--- config.mk ---
export PLATFORM = sky130hd
export DESIGN_NAME = tilt_compensated_compass_unit_flat
export DESIGN_NICKNAME = d
export VERILOG_FILES = /design/src/rtl/tcc_pkg.sv /design/src/rtl/tcc_ifs.sv /design/src/rtl/tcc_ctrl.sv /design/src/rtl/tcc_dpath.sv /design/src/rtl/tilt_compensated_compass_unit.sv /design/src/flat_wrapper.sv
export SDC_FILE = /design/constraint.sdc
export NUM_CORES = 2
export LEC_CHECK = 0
export CAP_MARGIN = 20
export CORE_MARGIN = 3
export CORE_UTILIZATION = 40
export CTS_CLUSTER_SIZE = 10
export DETAILED_ROUTE_END_ITERATION = 7
export DONT_BUFFER_PORTS = 1
export SETUP_SLACK_MARGIN = 0.15
export SYNTH_ARGS = -nofsm -noshare
export SYNTH_HDL_FRONTEND = slang
export SYNTH_SLANG_ARGS = --single-unit
--- constraint.sdc ---
create_clock -name i_clk -period 15.8 [get_ports i_clk]
set_input_delay 1.58 -clock i_clk [delete_from_list [all_inputs] [get_ports i_clk]]
set_output_delay 1.58 -clock i_clk [all_outputs]
set_load 0.05 [all_outputs]
--- src/rtl/tcc_pkg.sv ---
// Shared types, widths, codes and constant tables for the tilt-compensated compass.
// No dependencies; every other file depends on this package.
package tcc_pkg;

    // Field widths
    localparam int IN_W  = 16;
    localparam int OFF_W = 17;
    localparam int CAL_W = 20;
    localparam int ANG_W = 16;
    localparam int G_W   = 16;

    // Fixed-point setup
    localparam int CORDIC_STEPS = 16;
    localparam int FRAC_BITS    = 12;
    localparam int START_EXTENT = 200;
    localparam int TAB_LEN      = 24;
    localparam int TAB_IW       = $clog2(TAB_LEN);
    localparam int STEP_N       = (CORDIC_STEPS < TAB_LEN) ? CORDIC_STEPS : TAB_LEN;

    // Divider widths: |2m - off| fits IN_W bits
    localparam int C2_W  = IN_W + 2;
    localparam int MAG_W = IN_W + FRAC_BITS - 1;
    localparam int NUM_W = MAG_W + 2;
    localparam int DEN_W = G_W + 1;
    localparam int REM_W = DEN_W + 1;

    // CORDIC and multiplier widths
    localparam int VEC_SHIFT = 20;
    localparam int CW    = 43;
    localparam int ZW    = 34;
    localparam int SC_W  = 32;
    localparam int PA_W  = 22;
    localparam int PR_W  = PA_W + SC_W;
    localparam int ACC_W = PR_W - 30;
    localparam int DW    = ZW + 7;

    localparam int N_POPS  = 12;
    localparam int IDX_MAX = (NUM_W > STEP_N) ? ((NUM_W > N_POPS) ? NUM_W : N_POPS)
                                              : ((STEP_N > N_POPS) ? STEP_N : N_POPS);
    localparam int IDX_W   = $clog2(IDX_MAX);

    localparam logic signed [ZW-1:0] Z_QUARTER = ZW'(64'sd1073741824);
    localparam logic signed [ZW-1:0] Z_HALF    = ZW'(64'sd2147483648);
    localparam logic signed [CW-1:0] INV_GAIN  = CW'(64'sh26DD3B6A);
    localparam logic signed [CAL_W-1:0] SAT_HI = CAL_W'(524287);
    localparam logic signed [CAL_W-1:0] SAT_LO = CAL_W'(-524288);
    localparam logic signed [ANG_W-1:0] ANG_MAX = ANG_W'(23040);
    localparam logic [G_W-1:0] GAIN_RESET = G_W'(1090);

    // Selector codes: axis for the divider, angle for the CORDIC passes
    localparam logic [1:0] SEL_X     = 2'd0;
    localparam logic [1:0] SEL_Y     = 2'd1;
    localparam logic [1:0] SEL_Z     = 2'd2;
    localparam logic [1:0] SEL_ROLL  = 2'd0;
    localparam logic [1:0] SEL_PITCH = 2'd1;
    localparam logic [1:0] SEL_HEAD  = 2'd2;

    typedef enum logic [3:0] {
        DOP_NOP, DOP_TRACK, DOP_DLOAD, DOP_DSTEP, DOP_DSTORE, DOP_VLOAD, DOP_RLOAD,
        DOP_CSTEP, DOP_VSTORE, DOP_RSTORE, DOP_MUL, DOP_ACC, DOP_OUT
    } t_dop;

    typedef struct packed {
        t_dop             op;
        logic [1:0]       sel;
        logic [IDX_W-1:0] idx;
        logic             in_ready;
    } t_cmd;

    typedef struct packed {
        logic in_valid;
        logic out_free;
    } t_sts;

    // Tilt product program
    typedef enum logic [1:0] {AS_CX, AS_CY, AS_CZ, AS_TMP} t_asel;
    typedef enum logic [1:0] {BS_SR, BS_CR, BS_SP, BS_CP} t_bsel;
    typedef enum logic [1:0] {PD_TMP, PD_SET, PD_ADD, PD_SUB} t_pdst;
    typedef enum logic [1:0] {PS_NONE, PS_HX, PS_HY, PS_VZ} t_pst;

    typedef struct packed {
        t_asel a;
        t_bsel b;
        t_pdst d;
        t_pst  st;
    } t_pop;

    function automatic t_pop pop(input logic [IDX_W-1:0] k);
        t_pop p;
        case (k)
            IDX_W'(0):  p = '{AS_CX,  BS_CR, PD_SET, PS_NONE};
            IDX_W'(1):  p = '{AS_CY,  BS_SP, PD_TMP, PS_NONE};
            IDX_W'(2):  p = '{AS_TMP, BS_SR, PD_ADD, PS_NONE};
            IDX_W'(3):  p = '{AS_CZ,  BS_CP, PD_TMP, PS_NONE};
            IDX_W'(4):  p = '{AS_TMP, BS_SR, PD_SUB, PS_HX};
            IDX_W'(5):  p = '{AS_CY,  BS_CP, PD_SET, PS_NONE};
            IDX_W'(6):  p = '{AS_CZ,  BS_SP, PD_SUB, PS_HY};
            IDX_W'(7):  p = '{AS_CX,  BS_SP, PD_SET, PS_NONE};
            IDX_W'(8):  p = '{AS_CY,  BS_SR, PD_TMP, PS_NONE};
            IDX_W'(9):  p = '{AS_TMP, BS_CP, PD_SUB, PS_NONE};
            IDX_W'(10): p = '{AS_CZ,  BS_CR, PD_TMP, PS_NONE};
            IDX_W'(11): p = '{AS_TMP, BS_CP, PD_ADD, PS_VZ};
            default:    p = '{AS_CX,  BS_CR, PD_TMP, PS_NONE};
        endcase
        return p;
    endfunction

    // Arctangent of 2^-i in 2^-32 turns
    function automatic logic [31:0] atan_tab(input logic [TAB_IW-1:0] i);
        logic [31:0] t;
        case (i)
            TAB_IW'(0):  t = 32'h20000000;
            TAB_IW'(1):  t = 32'h12E4051E;
            TAB_IW'(2):  t = 32'h09FB385B;
            TAB_IW'(3):  t = 32'h051111D4;
            TAB_IW'(4):  t = 32'h028B0D43;
            TAB_IW'(5):  t = 32'h0145D7E1;
            TAB_IW'(6):  t = 32'h00A2F61E;
            TAB_IW'(7):  t = 32'h00517C55;
            TAB_IW'(8):  t = 32'h0028BE53;
            TAB_IW'(9):  t = 32'h00145F2F;
            TAB_IW'(10): t = 32'h000A2F98;
            TAB_IW'(11): t = 32'h000517CC;
            TAB_IW'(12): t = 32'h00028BE6;
            TAB_IW'(13): t = 32'h000145F3;
            TAB_IW'(14): t = 32'h0000A2FA;
            TAB_IW'(15): t = 32'h0000517D;
            TAB_IW'(16): t = 32'h000028BE;
            TAB_IW'(17): t = 32'h0000145F;
            TAB_IW'(18): t = 32'h00000A30;
            TAB_IW'(19): t = 32'h00000518;
            TAB_IW'(20): t = 32'h0000028C;
            TAB_IW'(21): t = 32'h00000146;
            TAB_IW'(22): t = 32'h000000A3;
            TAB_IW'(23): t = 32'h00000051;
            default:     t = 32'h0;
        endcase
        return t;
    endfunction

endpackage

--- src/rtl/tcc_ifs.sv ---
// Handshake channels of the compass: sample input, result output, gain write.
// Depends on tcc_pkg for field widths.
interface tcc_in_if;
    logic valid;
    logic ready;
    logic signed [tcc_pkg::IN_W-1:0] acc_x;
    logic signed [tcc_pkg::IN_W-1:0] acc_y;
    logic signed [tcc_pkg::IN_W-1:0] acc_z;
    logic signed [tcc_pkg::IN_W-1:0] mag_x;
    logic signed [tcc_pkg::IN_W-1:0] mag_y;
    logic signed [tcc_pkg::IN_W-1:0] mag_z;
    modport source (output valid, acc_x, acc_y, acc_z, mag_x, mag_y, mag_z, input ready);
    modport sink (input valid, acc_x, acc_y, acc_z, mag_x, mag_y, mag_z, output ready);
endinterface

interface tcc_out_if;
    logic valid;
    logic ready;
    logic signed [tcc_pkg::OFF_W-1:0] offset_x;
    logic signed [tcc_pkg::OFF_W-1:0] offset_y;
    logic signed [tcc_pkg::OFF_W-1:0] offset_z;
    logic signed [tcc_pkg::CAL_W-1:0] cal_x;
    logic signed [tcc_pkg::CAL_W-1:0] cal_y;
    logic signed [tcc_pkg::CAL_W-1:0] cal_z;
    logic signed [tcc_pkg::CAL_W-1:0] horiz_x;
    logic signed [tcc_pkg::CAL_W-1:0] horiz_y;
    logic signed [tcc_pkg::CAL_W-1:0] vert_z;
    logic signed [tcc_pkg::ANG_W-1:0] roll_angle;
    logic signed [tcc_pkg::ANG_W-1:0] pitch_angle;
    logic signed [tcc_pkg::ANG_W-1:0] heading;
    modport source (output valid, offset_x, offset_y, offset_z, cal_x, cal_y, cal_z,
                    horiz_x, horiz_y, vert_z, roll_angle, pitch_angle, heading,
                    input ready);
    modport sink (input valid, offset_x, offset_y, offset_z, cal_x, cal_y, cal_z,
                  horiz_x, horiz_y, vert_z, roll_angle, pitch_angle, heading,
                  output ready);
endinterface

interface tcc_cfg_if;
    logic valid;
    logic ready;
    logic [tcc_pkg::G_W-1:0] data;
    modport source (output valid, data, input ready);
    modport sink (input valid, data, output ready);
endinterface

--- src/rtl/tcc_ctrl.sv ---
// Sequencer of the compass: steps the datapath through track, divide, CORDIC and
// tilt product phases. Depends on tcc_pkg.
module tcc_ctrl (
    input  logic          i_clk,
    input  logic          i_rst_n,
    input  tcc_pkg::t_sts i_sts,
    output tcc_pkg::t_cmd o_cmd
);
    import tcc_pkg::*;

    typedef enum logic [3:0] {
        S_IDLE, S_TRACK, S_DLOAD, S_DSTEP, S_DSTORE, S_VLOAD, S_VSTEP, S_VSTORE,
        S_RLOAD, S_RSTEP, S_RSTORE, S_MUL, S_ACC, S_FIN
    } t_state;

    localparam logic [IDX_W-1:0] DIV_LAST  = IDX_W'(NUM_W - 1);
    localparam logic [IDX_W-1:0] CORD_LAST = IDX_W'(STEP_N - 1);
    localparam logic [IDX_W-1:0] POP_LAST  = IDX_W'(N_POPS - 1);

    t_state           r_state;
    logic [1:0]       r_sel;
    logic [IDX_W-1:0] r_idx;

    // Advance state, selector and step counter
    always_ff @(posedge i_clk) begin
        if (!i_rst_n) begin
            r_state <= S_IDLE;
            r_sel   <= 2'd0;
            r_idx   <= '0;
        end else begin
            case (r_state)
                S_IDLE: begin
                    if (i_sts.in_valid) r_state <= S_TRACK;
                end
                S_TRACK: begin
                    r_state <= S_DLOAD;
                    r_sel   <= SEL_X;
                end
                S_DLOAD: begin
                    r_state <= S_DSTEP;
                    r_idx   <= '0;
                end
                S_DSTEP: begin
                    if (r_idx == DIV_LAST) r_state <= S_DSTORE;
                    else r_idx <= r_idx + 1'b1;
                end
                S_DSTORE: begin
                    if (r_sel == SEL_Z) begin
                        r_state <= S_VLOAD;
                        r_sel   <= SEL_ROLL;
                    end else begin
                        r_state <= S_DLOAD;
                        r_sel   <= r_sel + 1'b1;
                    end
                end
                S_VLOAD: begin
                    r_state <= S_VSTEP;
                    r_idx   <= '0;
                end
                S_VSTEP: begin
                    if (r_idx == CORD_LAST) r_state <= S_VSTORE;
                    else r_idx <= r_idx + 1'b1;
                end
                S_VSTORE: begin
                    if (r_sel == SEL_ROLL) begin
                        r_state <= S_VLOAD;
                        r_sel   <= SEL_PITCH;
                    end else if (r_sel == SEL_PITCH) begin
                        r_state <= S_RLOAD;
                        r_sel   <= SEL_ROLL;
                    end else begin
                        r_state <= S_FIN;
                    end
                end
                S_RLOAD: begin
                    r_state <= S_RSTEP;
                    r_idx   <= '0;
                end
                S_RSTEP: begin
                    if (r_idx == CORD_LAST) r_state <= S_RSTORE;
                    else r_idx <= r_idx + 1'b1;
                end
                S_RSTORE: begin
                    if (r_sel == SEL_ROLL) begin
                        r_state <= S_RLOAD;
                        r_sel   <= SEL_PITCH;
                    end else begin
                        r_state <= S_MUL;
                        r_idx   <= '0;
                    end
                end
                S_MUL: begin
                    r_state <= S_ACC;
                end
                S_ACC: begin
                    if (r_idx == POP_LAST) begin
                        r_state <= S_VLOAD;
                        r_sel   <= SEL_HEAD;
                    end else begin
                        r_state <= S_MUL;
                        r_idx   <= r_idx + 1'b1;
                    end
                end
                S_FIN: begin
                    if (i_sts.out_free) r_state <= S_IDLE;
                end
                default: r_state <= S_IDLE;
            endcase
        end
    end

    // Decode state into a datapath command
    always_comb begin
        o_cmd.sel      = r_sel;
        o_cmd.idx      = r_idx;
        o_cmd.in_ready = (r_state == S_IDLE);
        case (r_state)
            S_TRACK:  o_cmd.op = DOP_TRACK;
            S_DLOAD:  o_cmd.op = DOP_DLOAD;
            S_DSTEP:  o_cmd.op = DOP_DSTEP;
            S_DSTORE: o_cmd.op = DOP_DSTORE;
            S_VLOAD:  o_cmd.op = DOP_VLOAD;
            S_VSTEP:  o_cmd.op = DOP_CSTEP;
            S_VSTORE: o_cmd.op = DOP_VSTORE;
            S_RLOAD:  o_cmd.op = DOP_RLOAD;
            S_RSTEP:  o_cmd.op = DOP_CSTEP;
            S_RSTORE: o_cmd.op = DOP_RSTORE;
            S_MUL:    o_cmd.op = DOP_MUL;
            S_ACC:    o_cmd.op = DOP_ACC;
            S_FIN:    o_cmd.op = i_sts.out_free ? DOP_OUT : DOP_NOP;
            default:  o_cmd.op = DOP_NOP;
        endcase
    end

endmodule

--- src/rtl/tcc_dpath.sv ---
// Compass datapath: min/max tracker, serial divider, shared CORDIC, tilt multiplier
// and output register. Depends on tcc_pkg and the channel interfaces.
module tcc_dpath (
    input  logic          i_clk,
    input  logic          i_rst_n,
    input  tcc_pkg::t_cmd i_cmd,
    output tcc_pkg::t_sts o_sts,
    tcc_in_if.sink        i_in,
    tcc_out_if.source     o_out,
    tcc_cfg_if.sink       i_cfg
);
    import tcc_pkg::*;

    localparam logic signed [IN_W-1:0] MIN_RESET = IN_W'(-START_EXTENT);
    localparam logic signed [IN_W-1:0] MAX_RESET = IN_W'(START_EXTENT);
    localparam logic [NUM_W-1:0] LIM_POS = NUM_W'(524287);
    localparam logic [NUM_W-1:0] LIM_NEG = NUM_W'(524288);

    // Convert a binary angle to 1/128 degree with clamping
    function automatic logic signed [ANG_W-1:0] deg128(input logic signed [ZW-1:0] z);
        logic signed [DW-1:0] zz;
        logic signed [DW-1:0] p;
        logic signed [DW-1:0] v;
        zz = DW'(z);
        p  = (zz <<< 5) + (zz <<< 3) + (zz <<< 2) + zz + (DW'(1) <<< 21);
        v  = p >>> 22;
        if (v > DW'(ANG_MAX)) return ANG_MAX;
        if (v < -DW'(ANG_MAX)) return -ANG_MAX;
        return ANG_W'(v);
    endfunction

    function automatic logic signed [CAL_W-1:0] sat20(input logic signed [ACC_W-1:0] v);
        if (v > ACC_W'(SAT_HI)) return SAT_HI;
        if (v < ACC_W'(SAT_LO)) return SAT_LO;
        return CAL_W'(v);
    endfunction

    logic [G_W-1:0] r_gain;
    logic signed [IN_W-1:0] r_ax, r_ay, r_az, r_mx, r_my, r_mz;
    logic signed [IN_W-1:0] r_minx, r_miny, r_minz, r_maxx, r_maxy, r_maxz;
    logic signed [CAL_W-1:0] r_cx, r_cy, r_cz, r_hx, r_hy, r_vz;
    logic [NUM_W-1:0] r_num;
    logic [REM_W-1:0] r_rem;
    logic [DEN_W-1:0] r_den;
    logic r_dneg;
    logic signed [CW-1:0] r_x, r_y;
    logic signed [ZW-1:0] r_z, r_roll, r_pitch, r_head;
    logic r_vec, r_vzero, r_neg;
    logic signed [SC_W-1:0] r_sr, r_cr, r_sp, r_cp;
    logic signed [PR_W-1:0] r_prod;
    logic signed [PA_W-1:0] r_tmp;
    logic signed [ACC_W-1:0] r_acc;
    logic r_ovalid;

    logic signed [OFF_W-1:0] offx, offy, offz;
    logic signed [IN_W-1:0] dm;
    logic signed [OFF_W-1:0] doff;
    logic signed [C2_W-1:0] c2, c2_abs;
    logic [MAG_W-1:0] mag;
    logic [G_W-1:0] gain_eff;
    logic [REM_W-1:0] rem_sh;
    logic rem_ge;
    logic signed [CAL_W-1:0] n_cal;
    logic signed [CAL_W-1:0] vy, vx;
    logic signed [CW-1:0] sy, sx;
    logic signed [ZW-1:0] rz;
    logic signed [CW-1:0] dx, dy;
    logic signed [ZW-1:0] tab;
    logic ccw;
    t_pop pp;
    logic signed [PA_W-1:0] pa;
    logic signed [SC_W-1:0] pb;
    logic signed [PR_W-1:0] rnd_full;
    logic signed [ACC_W-1:0] rnd, n_acc;

    assign i_cfg.ready   = 1'b1;
    assign i_in.ready    = i_cmd.in_ready;
    assign o_out.valid   = r_ovalid;
    assign o_sts.in_valid = i_in.valid;
    assign o_sts.out_free = !r_ovalid || o_out.ready;

    assign offx = OFF_W'(r_minx) + OFF_W'(r_maxx);
    assign offy = OFF_W'(r_miny) + OFF_W'(r_maxy);
    assign offz = OFF_W'(r_minz) + OFF_W'(r_maxz);

    // Divider operands: centred field magnitude and gain
    always_comb begin
        case (i_cmd.sel)
            SEL_X:   begin dm = r_mx; doff = offx; end
            SEL_Y:   begin dm = r_my; doff = offy; end
            default: begin dm = r_mz; doff = offz; end
        endcase
        c2       = (C2_W'(dm) <<< 1) - C2_W'(doff);
        c2_abs   = c2[C2_W-1] ? -c2 : c2;
        mag      = MAG_W'(c2_abs[IN_W-1:0]) << (FRAC_BITS - 1);
        gain_eff = (r_gain == '0) ? G_W'(1) : r_gain;
        rem_sh   = {r_rem[REM_W-2:0], r_num[NUM_W-1]};
        rem_ge   = rem_sh >= REM_W'(r_den);
        if (r_dneg) n_cal = (r_num > LIM_NEG) ? SAT_LO : CAL_W'(-r_num);
        else        n_cal = (r_num > LIM_POS) ? SAT_HI : CAL_W'(r_num);
    end

    // CORDIC operand loads and one micro-rotation
    always_comb begin
        case (i_cmd.sel)
            SEL_ROLL:  begin vy = CAL_W'(r_ax); vx = CAL_W'(r_az); end
            SEL_PITCH: begin vy = CAL_W'(r_ay); vx = CAL_W'(r_az); end
            default:   begin vy = r_hy; vx = r_hx; end
        endcase
        sy  = CW'(vy) <<< VEC_SHIFT;
        sx  = CW'(vx) <<< VEC_SHIFT;
        rz  = (i_cmd.sel == SEL_ROLL) ? r_roll : r_pitch;
        dx  = r_y >>> i_cmd.idx;
        dy  = r_x >>> i_cmd.idx;
        tab = signed'(ZW'(atan_tab(TAB_IW'(i_cmd.idx))));
        ccw = r_vec ? r_y[CW-1] : !r_z[ZW-1];
    end

    // Tilt product operands and rounding
    always_comb begin
        pp = pop(i_cmd.idx);
        case (pp.a)
            AS_CX:   pa = PA_W'(r_cx);
            AS_CY:   pa = PA_W'(r_cy);
            AS_CZ:   pa = PA_W'(r_cz);
            default: pa = r_tmp;
        endcase
        case (pp.b)
            BS_SR:   pb = r_sr;
            BS_CR:   pb = r_cr;
            BS_SP:   pb = r_sp;
            default: pb = r_cp;
        endcase
        rnd_full = (r_prod + (PR_W'(1) <<< 29)) >>> 30;
        rnd      = ACC_W'(rnd_full);
        case (pp.d)
            PD_SET:  n_acc = rnd;
            PD_ADD:  n_acc = r_acc + rnd;
            PD_SUB:  n_acc = r_acc - rnd;
            default: n_acc = r_acc;
        endcase
    end

    // Gain register, tracker and output valid
    always_ff @(posedge i_clk) begin
        if (!i_rst_n) begin
            r_gain   <= GAIN_RESET;
            r_minx   <= MIN_RESET;
            r_miny   <= MIN_RESET;
            r_minz   <= MIN_RESET;
            r_maxx   <= MAX_RESET;
            r_maxy   <= MAX_RESET;
            r_maxz   <= MAX_RESET;
            r_ovalid <= 1'b0;
        end else begin
            if (i_cfg.valid) r_gain <= i_cfg.data;
            if (i_cmd.op == DOP_TRACK) begin
                if (r_mx < r_minx) r_minx <= r_mx;
                if (r_mx > r_maxx) r_maxx <= r_mx;
                if (r_my < r_miny) r_miny <= r_my;
                if (r_my > r_maxy) r_maxy <= r_my;
                if (r_mz < r_minz) r_minz <= r_mz;
                if (r_mz > r_maxz) r_maxz <= r_mz;
            end
            if (i_cmd.op == DOP_OUT) r_ovalid <= 1'b1;
            else if (o_out.ready) r_ovalid <= 1'b0;
        end
    end

    // Payload registers
    always_ff @(posedge i_clk) begin
        if (i_in.valid && i_in.ready) begin
            r_ax <= i_in.acc_x;
            r_ay <= i_in.acc_y;
            r_az <= i_in.acc_z;
            r_mx <= i_in.mag_x;
            r_my <= i_in.mag_y;
            r_mz <= i_in.mag_z;
        end
        case (i_cmd.op)
            DOP_DLOAD: begin
                r_num  <= NUM_W'({mag, 1'b0}) + NUM_W'(gain_eff);
                r_den  <= {gain_eff, 1'b0};
                r_rem  <= '0;
                r_dneg <= c2[C2_W-1];
            end
            DOP_DSTEP: begin
                r_rem <= rem_ge ? rem_sh - REM_W'(r_den) : rem_sh;
                r_num <= {r_num[NUM_W-2:0], rem_ge};
            end
            DOP_DSTORE: begin
                case (i_cmd.sel)
                    SEL_X:   r_cx <= n_cal;
                    SEL_Y:   r_cy <= n_cal;
                    default: r_cz <= n_cal;
                endcase
            end
            DOP_VLOAD: begin
                r_vec   <= 1'b1;
                r_vzero <= (vx == '0) && (vy == '0);
                if (sx[CW-1]) begin
                    if (!sy[CW-1]) begin
                        r_x <= sy;
                        r_y <= -sx;
                        r_z <= Z_QUARTER;
                    end else begin
                        r_x <= -sy;
                        r_y <= sx;
                        r_z <= -Z_QUARTER;
                    end
                end else begin
                    r_x <= sx;
                    r_y <= sy;
                    r_z <= '0;
                end
            end
            DOP_RLOAD: begin
                r_vec <= 1'b0;
                r_x   <= INV_GAIN;
                r_y   <= '0;
                if (rz > Z_QUARTER) begin
                    r_z   <= rz - Z_HALF;
                    r_neg <= 1'b1;
                end else if (rz < -Z_QUARTER) begin
                    r_z   <= rz + Z_HALF;
                    r_neg <= 1'b1;
                end else begin
                    r_z   <= rz;
                    r_neg <= 1'b0;
                end
            end
            DOP_CSTEP: begin
                if (ccw) begin
                    r_x <= r_x - dx;
                    r_y <= r_y + dy;
                    r_z <= r_z - tab;
                end else begin
                    r_x <= r_x + dx;
                    r_y <= r_y - dy;
                    r_z <= r_z + tab;
                end
            end
            DOP_VSTORE: begin
                case (i_cmd.sel)
                    SEL_ROLL:  r_roll  <= r_vzero ? '0 : r_z;
                    SEL_PITCH: r_pitch <= r_vzero ? '0 : r_z;
                    default:   r_head  <= r_vzero ? '0 : r_z;
                endcase
            end
            DOP_RSTORE: begin
                if (i_cmd.sel == SEL_ROLL) begin
                    r_sr <= SC_W'(r_neg ? -r_y : r_y);
                    r_cr <= SC_W'(r_neg ? -r_x : r_x);
                end else begin
                    r_sp <= SC_W'(r_neg ? -r_y : r_y);
                    r_cp <= SC_W'(r_neg ? -r_x : r_x);
                end
            end
            DOP_MUL: begin
                r_prod <= pa * pb;
            end
            DOP_ACC: begin
                if (pp.d == PD_TMP) r_tmp <= PA_W'(rnd);
                else r_acc <= n_acc;
                case (pp.st)
                    PS_HX:   r_hx <= sat20(n_acc);
                    PS_HY:   r_hy <= sat20(n_acc);
                    PS_VZ:   r_vz <= sat20(n_acc);
                    default: ;
                endcase
            end
            DOP_OUT: begin
                o_out.offset_x    <= offx;
                o_out.offset_y    <= offy;
                o_out.offset_z    <= offz;
                o_out.cal_x       <= r_cx;
                o_out.cal_y       <= r_cy;
                o_out.cal_z       <= r_cz;
                o_out.horiz_x     <= r_hx;
                o_out.horiz_y     <= r_hy;
                o_out.vert_z      <= r_vz;
                o_out.roll_angle  <= deg128(r_roll);
                o_out.pitch_angle <= deg128(r_pitch);
                o_out.heading     <= deg128(r_head);
            end
            default: ;
        endcase
    end

endmodule

--- src/rtl/tilt_compensated_compass_unit.sv ---
// Top level of the tilt-compensated compass: sequencer plus datapath.
// Depends on tcc_pkg, the channel interfaces, tcc_ctrl and tcc_dpath.
//
//  channel | dir | payload                                           | moves on
//  i_in    | in  | acc_x/y/z, mag_x/y/z                              | valid & ready
//  o_out   | out | offset_x/y/z, cal_x/y/z, horiz_x/y, vert_z, angles | valid & ready
//  i_cfg   | in  | data = mag_gain                                   | valid & ready
//
// One item at a time: each item passes through the bit-serial gain divider and
// the shared iterative CORDIC unit before the next is accepted. Synchronous
// active-low reset restores the gain and the min/max extents. A result held in
// the output register does not stop the next item from being accepted; only
// loading a new result waits for it.
module tilt_compensated_compass_unit (
    input logic       i_clk,
    input logic       i_rst_n,
    tcc_in_if.sink    i_in,
    tcc_out_if.source o_out,
    tcc_cfg_if.sink   i_cfg
);
    import tcc_pkg::*;

    t_cmd cmd;
    t_sts sts;

    tcc_ctrl u_ctrl (
        .i_clk   (i_clk),
        .i_rst_n (i_rst_n),
        .i_sts   (sts),
        .o_cmd   (cmd)
    );

    tcc_dpath u_dpath (
        .i_clk   (i_clk),
        .i_rst_n (i_rst_n),
        .i_cmd   (cmd),
        .o_sts   (sts),
        .i_in    (i_in),
        .o_out   (o_out),
        .i_cfg   (i_cfg)
    );

endmodule
--- src/flat_wrapper.sv ---
// flat-port wrapper written by rule: the top's interface ports become plain ports
module tilt_compensated_compass_unit_flat import tcc_pkg::*;
  (i_clk, i_rst_n, i_in_valid, i_in_acc_x, i_in_acc_y, i_in_acc_z, i_in_mag_x, i_in_mag_y, i_in_mag_z, i_in_ready, o_out_valid, o_out_offset_x, o_out_offset_y, o_out_offset_z, o_out_cal_x, o_out_cal_y, o_out_cal_z, o_out_horiz_x, o_out_horiz_y, o_out_vert_z, o_out_roll_angle, o_out_pitch_angle, o_out_heading, o_out_ready, i_cfg_valid, i_cfg_data, i_cfg_ready);
  tcc_in_if i_in_i ();
  tcc_out_if o_out_i ();
  tcc_cfg_if i_cfg_i ();
  input logic i_clk;
  input logic i_rst_n;
  input wire logic [$bits(i_in_i.valid)-1:0] i_in_valid;
  input wire logic [$bits(i_in_i.acc_x)-1:0] i_in_acc_x;
  input wire logic [$bits(i_in_i.acc_y)-1:0] i_in_acc_y;
  input wire logic [$bits(i_in_i.acc_z)-1:0] i_in_acc_z;
  input wire logic [$bits(i_in_i.mag_x)-1:0] i_in_mag_x;
  input wire logic [$bits(i_in_i.mag_y)-1:0] i_in_mag_y;
  input wire logic [$bits(i_in_i.mag_z)-1:0] i_in_mag_z;
  output wire logic [$bits(i_in_i.ready)-1:0] i_in_ready;
  output wire logic [$bits(o_out_i.valid)-1:0] o_out_valid;
  output wire logic [$bits(o_out_i.offset_x)-1:0] o_out_offset_x;
  output wire logic [$bits(o_out_i.offset_y)-1:0] o_out_offset_y;
  output wire logic [$bits(o_out_i.offset_z)-1:0] o_out_offset_z;
  output wire logic [$bits(o_out_i.cal_x)-1:0] o_out_cal_x;
  output wire logic [$bits(o_out_i.cal_y)-1:0] o_out_cal_y;
  output wire logic [$bits(o_out_i.cal_z)-1:0] o_out_cal_z;
  output wire logic [$bits(o_out_i.horiz_x)-1:0] o_out_horiz_x;
  output wire logic [$bits(o_out_i.horiz_y)-1:0] o_out_horiz_y;
  output wire logic [$bits(o_out_i.vert_z)-1:0] o_out_vert_z;
  output wire logic [$bits(o_out_i.roll_angle)-1:0] o_out_roll_angle;
  output wire logic [$bits(o_out_i.pitch_angle)-1:0] o_out_pitch_angle;
  output wire logic [$bits(o_out_i.heading)-1:0] o_out_heading;
  input wire logic [$bits(o_out_i.ready)-1:0] o_out_ready;
  input wire logic [$bits(i_cfg_i.valid)-1:0] i_cfg_valid;
  input wire logic [$bits(i_cfg_i.data)-1:0] i_cfg_data;
  output wire logic [$bits(i_cfg_i.ready)-1:0] i_cfg_ready;
  assign i_in_i.valid = i_in_valid;
  assign i_in_i.acc_x = i_in_acc_x;
  assign i_in_i.acc_y = i_in_acc_y;
  assign i_in_i.acc_z = i_in_acc_z;
  assign i_in_i.mag_x = i_in_mag_x;
  assign i_in_i.mag_y = i_in_mag_y;
  assign i_in_i.mag_z = i_in_mag_z;
  assign i_in_ready = i_in_i.ready;
  assign o_out_valid = o_out_i.valid;
  assign o_out_offset_x = o_out_i.offset_x;
  assign o_out_offset_y = o_out_i.offset_y;
  assign o_out_offset_z = o_out_i.offset_z;
  assign o_out_cal_x = o_out_i.cal_x;
  assign o_out_cal_y = o_out_i.cal_y;
  assign o_out_cal_z = o_out_i.cal_z;
  assign o_out_horiz_x = o_out_i.horiz_x;
  assign o_out_horiz_y = o_out_i.horiz_y;
  assign o_out_vert_z = o_out_i.vert_z;
  assign o_out_roll_angle = o_out_i.roll_angle;
  assign o_out_pitch_angle = o_out_i.pitch_angle;
  assign o_out_heading = o_out_i.heading;
  assign o_out_i.ready = o_out_ready;
  assign i_cfg_i.valid = i_cfg_valid;
  assign i_cfg_i.data = i_cfg_data;
  assign i_cfg_ready = i_cfg_i.ready;
  tilt_compensated_compass_unit u_core (.i_clk(i_clk), .i_rst_n(i_rst_n), .i_in(i_in_i), .o_out(o_out_i), .i_cfg(i_cfg_i));
endmodule
# Yosys cells after proc, flatten, opt, wreduce, memory -nomap -nowiden
# Memory sizes are Yosys's and may differ from the RTL's. A register that Yosys moved wholly into a read port is not among the register bits.
# Index checks and enable logic that the tools add are counted.
# totals
ff_bits	1075
latchBits	0
ram_bits	0
rom_bits	1088
inputBits	117
output_inout_bits	222
n_memories	2
# op_classes
add_sub_neg	37
mul	1
n_div	0
n_lt_le_gt_ge	19
n_eq_ne	52
shifts	2
muxes	119
n_bitwise	3
n_reduce_logical	44
# memory_table
name	words	word_bits	rd	rd_clocked_by_memory_dff	write_ports	line_no	source
(name not given)	32	30	1	1	0	tcc_pkg.sv:111	case (i)
(name not given)	16	8	1	1	0	tcc_pkg.sv:90	case (k)
# op_table
operator	n
43-bit 2-to-1 mux	6
43-bit one-hot mux with 3 select lines	2
20-bit 2-to-1 mux	12
34-bit 2-to-1 mux	7
16-bit 2-to-1 mux	14
40-bit by 36-bit adder with 41-bit output	3
41-bit by 23-bit adder with 41-bit output (second input constant)	3
41-bit by 34-bit adder with 41-bit output	3
39-bit by 37-bit adder with 40-bit output	3
34-bit one-hot mux with 3 select lines	1
32-bit one-hot mux with 3 select lines	1
43-bit adder	2
40-bit negator with 43-bit output	2
43-bit by 5-bit >>> shifter with 43-bit output	2
43-bit subtractor	2
24-bit one-hot mux with 3 select lines	1
17-bit one-hot mux with 2 select lines	2
22-bit one-hot mux with 3 select lines	1
32-bit 2-to-1 mux	2
32-bit negator	2
29-bit one-hot mux with 2 select lines	1
19-bit by 16-bit greater-than comparator with 1-bit output (second input constant)	3
19-bit by 16-bit less-than comparator with 1-bit output (second input constant)	3
4-bit one-hot mux with 14 select lines	1
64 further kinds	198

# Depth between registers and ports, before layout
# logic_depth
ltp_word	12
depth_mapped	40
ltp_nobuf	37

# By module
# A second synthesis with hierarchy kept.
# unflattened
cells_unflattened	9501
area_unflattened_um2	97262.0
# by_module_without_submodules
module	instances	cells_per_inst	area_per_inst_um2
tcc_dpath	1	9352	96168.5
tcc_ctrl	1	149	1093.5

# Least setup slack after synthesis
# OpenSTA, ideal clock, no wires.
# synth_timing
kind	input to register
start	in o_out_ready
end	reg u_core.u_dpath.o_out.cal_x[0], enable pin
setup_ns	0.825
arrival_time_ns	11.297
path_slack_ns	3.678
stages	2
path_buffers	0
path_cell_list	nand2b_1 nor2b_1
# synth_between
elab_chain_len	4
# synth_rtl
item	line_no	source
from (decl)	flat_wrapper.sv:30	input wire logic [$bits(o_out_i.ready)-1:0] o_out_ready;
1-bit logical OR	tcc_dpath.sv:80	assign o_sts.out_free = !r_ovalid || o_out.ready;
4-bit 2-to-1 mux	tcc_ctrl.sv:130	S_FIN: o_cmd.op = i_sts.out_free ? DOP_OUT : DOP_NOP;
4-bit one-hot mux with 12 select lines	tcc_ctrl.sv:117	case (r_state)
4-bit equality test	tcc_dpath.sv:180	case (i_cmd.op)
to (signal assigned)	tcc_dpath.sv:276	o_out.cal_x <= r_cx;
to (decl)	tcc_ifs.sv:31	modport source (output valid, offset_x, offset_y, offset_z, cal_x, cal_y, cal_z,
# Every way passes these cells.
# A chain may end at the register's enable or synchronous reset.

# Worst setup path in the final report
# layout_timing
start	reg u_core.u_ctrl.r_idx[4]
end	reg u_core.u_dpath.r_prod[53], data pin
# layout_between
elab_chain_len	4
elab_cells_between_ends	10
# layout_rtl
item	line_no	source
from (decl)	tcc_ctrl.sv:22	logic [IDX_W-1:0] r_idx;
from (signal assigned)	tcc_ctrl.sv:45	else r_idx <= r_idx + 1'b1;
from (signal assigned)	tcc_ctrl.sv:62	else r_idx <= r_idx + 1'b1;
from (signal assigned)	tcc_ctrl.sv:81	else r_idx <= r_idx + 1'b1;
8-bit 2-to-1 mux *	tcc_pkg.sv:90	
2-bit equality test (tied with other cells)	tcc_dpath.sv:122	case (pp.a)
22-bit one-hot mux with 3 select lines or 32-bit one-hot mux with 3 select lines (tied branches)	tcc_dpath.sv:122, tcc_dpath.sv:128	
22-bit by 32-bit multiplier with 54-bit output *	tcc_dpath.sv:260	r_prod <= pa * pb;
to (signal assigned)	tcc_dpath.sv:260	
to (decl)	tcc_dpath.sv:50	logic signed [PR_W-1:0] r_prod;
# Every way passes the cells marked *; elsewhere a longest branch is shown, timed or not.

==> reports/results.ini <==
[job]
maxCapViolations=0

[worst_setup_path]
path_class=register to register
start_kind=register
cpMostUsedCell=fa_1
crit_required_ns=16.36
timing.rr.start=u_core.u_ctrl.r_idx[4]
crit_start=u_core.u_ctrl.r_idx[4]
end_kind=register
cpPeakStageDelay_ns=0.75
r2r_cells=28
ff2ff_setup_slack_ns=5.57
crit_path_end=u_core.u_dpath.r_prod[53]
critPathMaxFanout=59
slowest_stage=dfxtp_4
arrival_ns=10.79
timing.rr.end=u_core.u_dpath.r_prod[53]

[routing]
drt_iter0_markers=7086
vias_per_cell=5.76
dr_total_vias=75605
drt-wirelength-per-cell_um=24.4
route.detailed.drc=0
dr.pass1.iters=6
drt_wl_total_um=321000
ant_nets=0

[synthesis]
yosysTopAreaCell=edfxtp_1
syn-num-nets=11644
synth_adder_area_share=0.269
synth_area_um2=99800
synthFlopType=edfxtp_1
async_flop_share=0
synth_top_family_by_area=adder cells
synth_compound_area_frac=0.127
synth_area_leaders=edfxtp_1, fa_1, ha_1
synth_simple_gate_area_frac=0.123
synthMuxAreaShare=0.0638
syn_inst=9920
synth_top_area_frac=0.278
synth_common_cells=inv_1, nand2_1, edfxtp_1
yosysWarnings=0
ys_types=113
synth_edf_count=922
ys_ff_latch=1084
yosysSeqAreaShare=0.310
synthXorXnorAreaFrac=0.0486
synth_most_common_cell=inv_1
avgSynthCellArea_um2=10.1

[grt]
grt_usage=0.248
grt_max_degree=148
grt_pass1_wl_um=484000
grt_pass1_vias=75808
overflow=0
antenna_found_initial=11

[clocking]
clk_latency_ns=0.82
post_cts_buffers=0
clk_path_buf_depth=3
ctsResizeCount=0
cts.clk_slew.worst_paths_ns=0.06
numCtsBuffers=135
cts.sinks=1084
hold_buffers=0
clockRootBuffer=clkbuf_16
h-tree-depth=4
tritoncts=done

[timing]
rsz0062_at_grt=false
tightest_slew_ns=1.28
slew_viol_final=0
clock_skew_ns=0.0631
finalSetupViolCount=0
fin_crit_ns=10.23
period_share=0.648
setup_ws_ns=5.57
finalSetupTns_ns=0
maxSlewHeadroom=0.149
hold_viol=0
timing.fmax_mhz=97.7
fin_hold_ws_ns=0.420

[placement]
dp_slack_ns=5.57
gp_congestion=0.950
place_hpwl_um=251000
io_buffers=0

[final_layout]
nNetsFinal=11460
drive_above_1_share=0.0636
area_growth_pct=7.86
utilization=0.436

[hold_path]
holdCritStartpoint=u_core.u_dpath.r_vz[7]
hold_path_depth=0
min_path_type=register to register

[die]
die_w_um=505
die-area_um2=255000
num_io_pins=339
core_um2=247000
rows=182
die_h_um=505
initial_core_util=0.404

[run_status]
status=complete, no violations

==> registers in the layout (all words and copies together) (netlist names), 22 cells and up, named ones only <==
register	count
u_core.u_dpath.r_x	43
u_core.u_dpath.r_y	43
u_core.u_dpath.r_head	34
u_core.u_dpath.r_pitch	34
u_core.u_dpath.r_roll	34
u_core.u_dpath.r_z	34
u_core.u_dpath.r_cp	32
u_core.u_dpath.r_cr	32
u_core.u_dpath.r_sp	32
u_core.u_dpath.r_sr	32
u_core.u_dpath.tab	30
u_core.u_dpath.r_num	29
u_core.u_dpath.r_prod	25
u_core.u_dpath.r_acc	24
u_core.u_dpath.r_tmp	22
==> kinds of logic (layout without fill, tap and decap cells) <==
family          after synthesis  after routing
xor+xnor                    553            553
fa+ha+maj                  1608           1608
compound gates             1987           1987
buf+inv                    1503           1399
simple gates               2706           2706
other cells                   1              9
mux                         478            478
flops                      1084           1084
==> metal layers <==
metal | global-route usage | routed length [um] | share of wire
met5 | 0 | 24 | 0.000075
met1 | 0.339 | 136000 | 0.42
met4 | 0.0996 | 14200 | 0.044
met3 | 0.0518 | 27200 | 0.085
met2 | 0.383 | 143000 | 0.45
==> stage by stage <==
step                      instances  instance area (um2)
after floorplan                9920                99800
after global placement        12903               103000
after detailed placement      12907               103000
after CTS                     13124               108000
after global routing          13129               108000
final                         13136               108000
==> final cells by class <==
| cell class | instances | area [um2] |
|---|---|---|
| clock inverter | 33 | 504 |
| multi-input combinational | 7333 | 63300 |
| tap | 3312 | 4140 |
| inverter | 1039 | 3900 |
| fill | 23418 | 139000 |
| clock buffer | 184 | 3650 |
| sequential | 1084 | 31000 |
| timing repair buffer | 143 | 1150 |
| antenna | 8 | 20.0 |
==> layout by cell type (no fill, tap or decap), types with 49 or more instances in the layout <==
| master | count |
|---|---|
| inv_1 | 1030 |
| a21oi_1 | 553 |
| nand3_1 | 133 |
| xor2_1 | 189 |
| and3_1 | 59 |
| nand4_1 | 63 |
| o22ai_1 | 99 |
| o21a_1 | 84 |
| or3_1 | 51 |
| nor3_1 | 79 |
| a31oi_1 | 85 |
| mux2_2 | 55 |
| nor4_1 | 49 |
| o31ai_1 | 51 |
| mux4_2 | 110 |
| o21ai_0 | 415 |
| edfxtp_1 | 922 |
| dfxtp_1 | 154 |
| nand2b_1 | 83 |
| buf_4 | 135 |
| clkbuf_16 | 137 |
| a21o_1 | 221 |
| ha_1 | 707 |
| xnor2_1 | 363 |
| nor2b_1 | 131 |
| mux2i_1 | 301 |
| and2_1 | 63 |
| nor2_1 | 830 |
| nand2_1 | 1012 |
| fa_1 | 900 |
==> worst min-delay path by stage <==
stage                                      endpoint
floorplan            u_core.u_dpath.o_out.vert_z[0]
global placement    u_core.u_dpath.o_out.vert_z[16]
detailed placement   u_core.u_dpath.o_out.vert_z[5]
CTS                  u_core.u_dpath.o_out.vert_z[4]
global route        u_core.u_dpath.o_out.vert_z[13]
finish               u_core.u_dpath.o_out.vert_z[7]
==> worst max-delay path: cells and delay by family (launching register included) <==
| family | cells | cell delay, ns |
|---|---|---|
| fa+ha+maj | 8 | 4.00 |
| compound gates | 10 | 3.26 |
| buf+inv | 5 | 1.10 |
| flops | 1 | 0.75 |
| simple gates | 4 | 0.65 |
| xor+xnor | 1 | 0.08 |
Power is left out: the tool's default activity adds up to more than one toggle a clock period on the data nets, which glitch-free logic cannot reach.
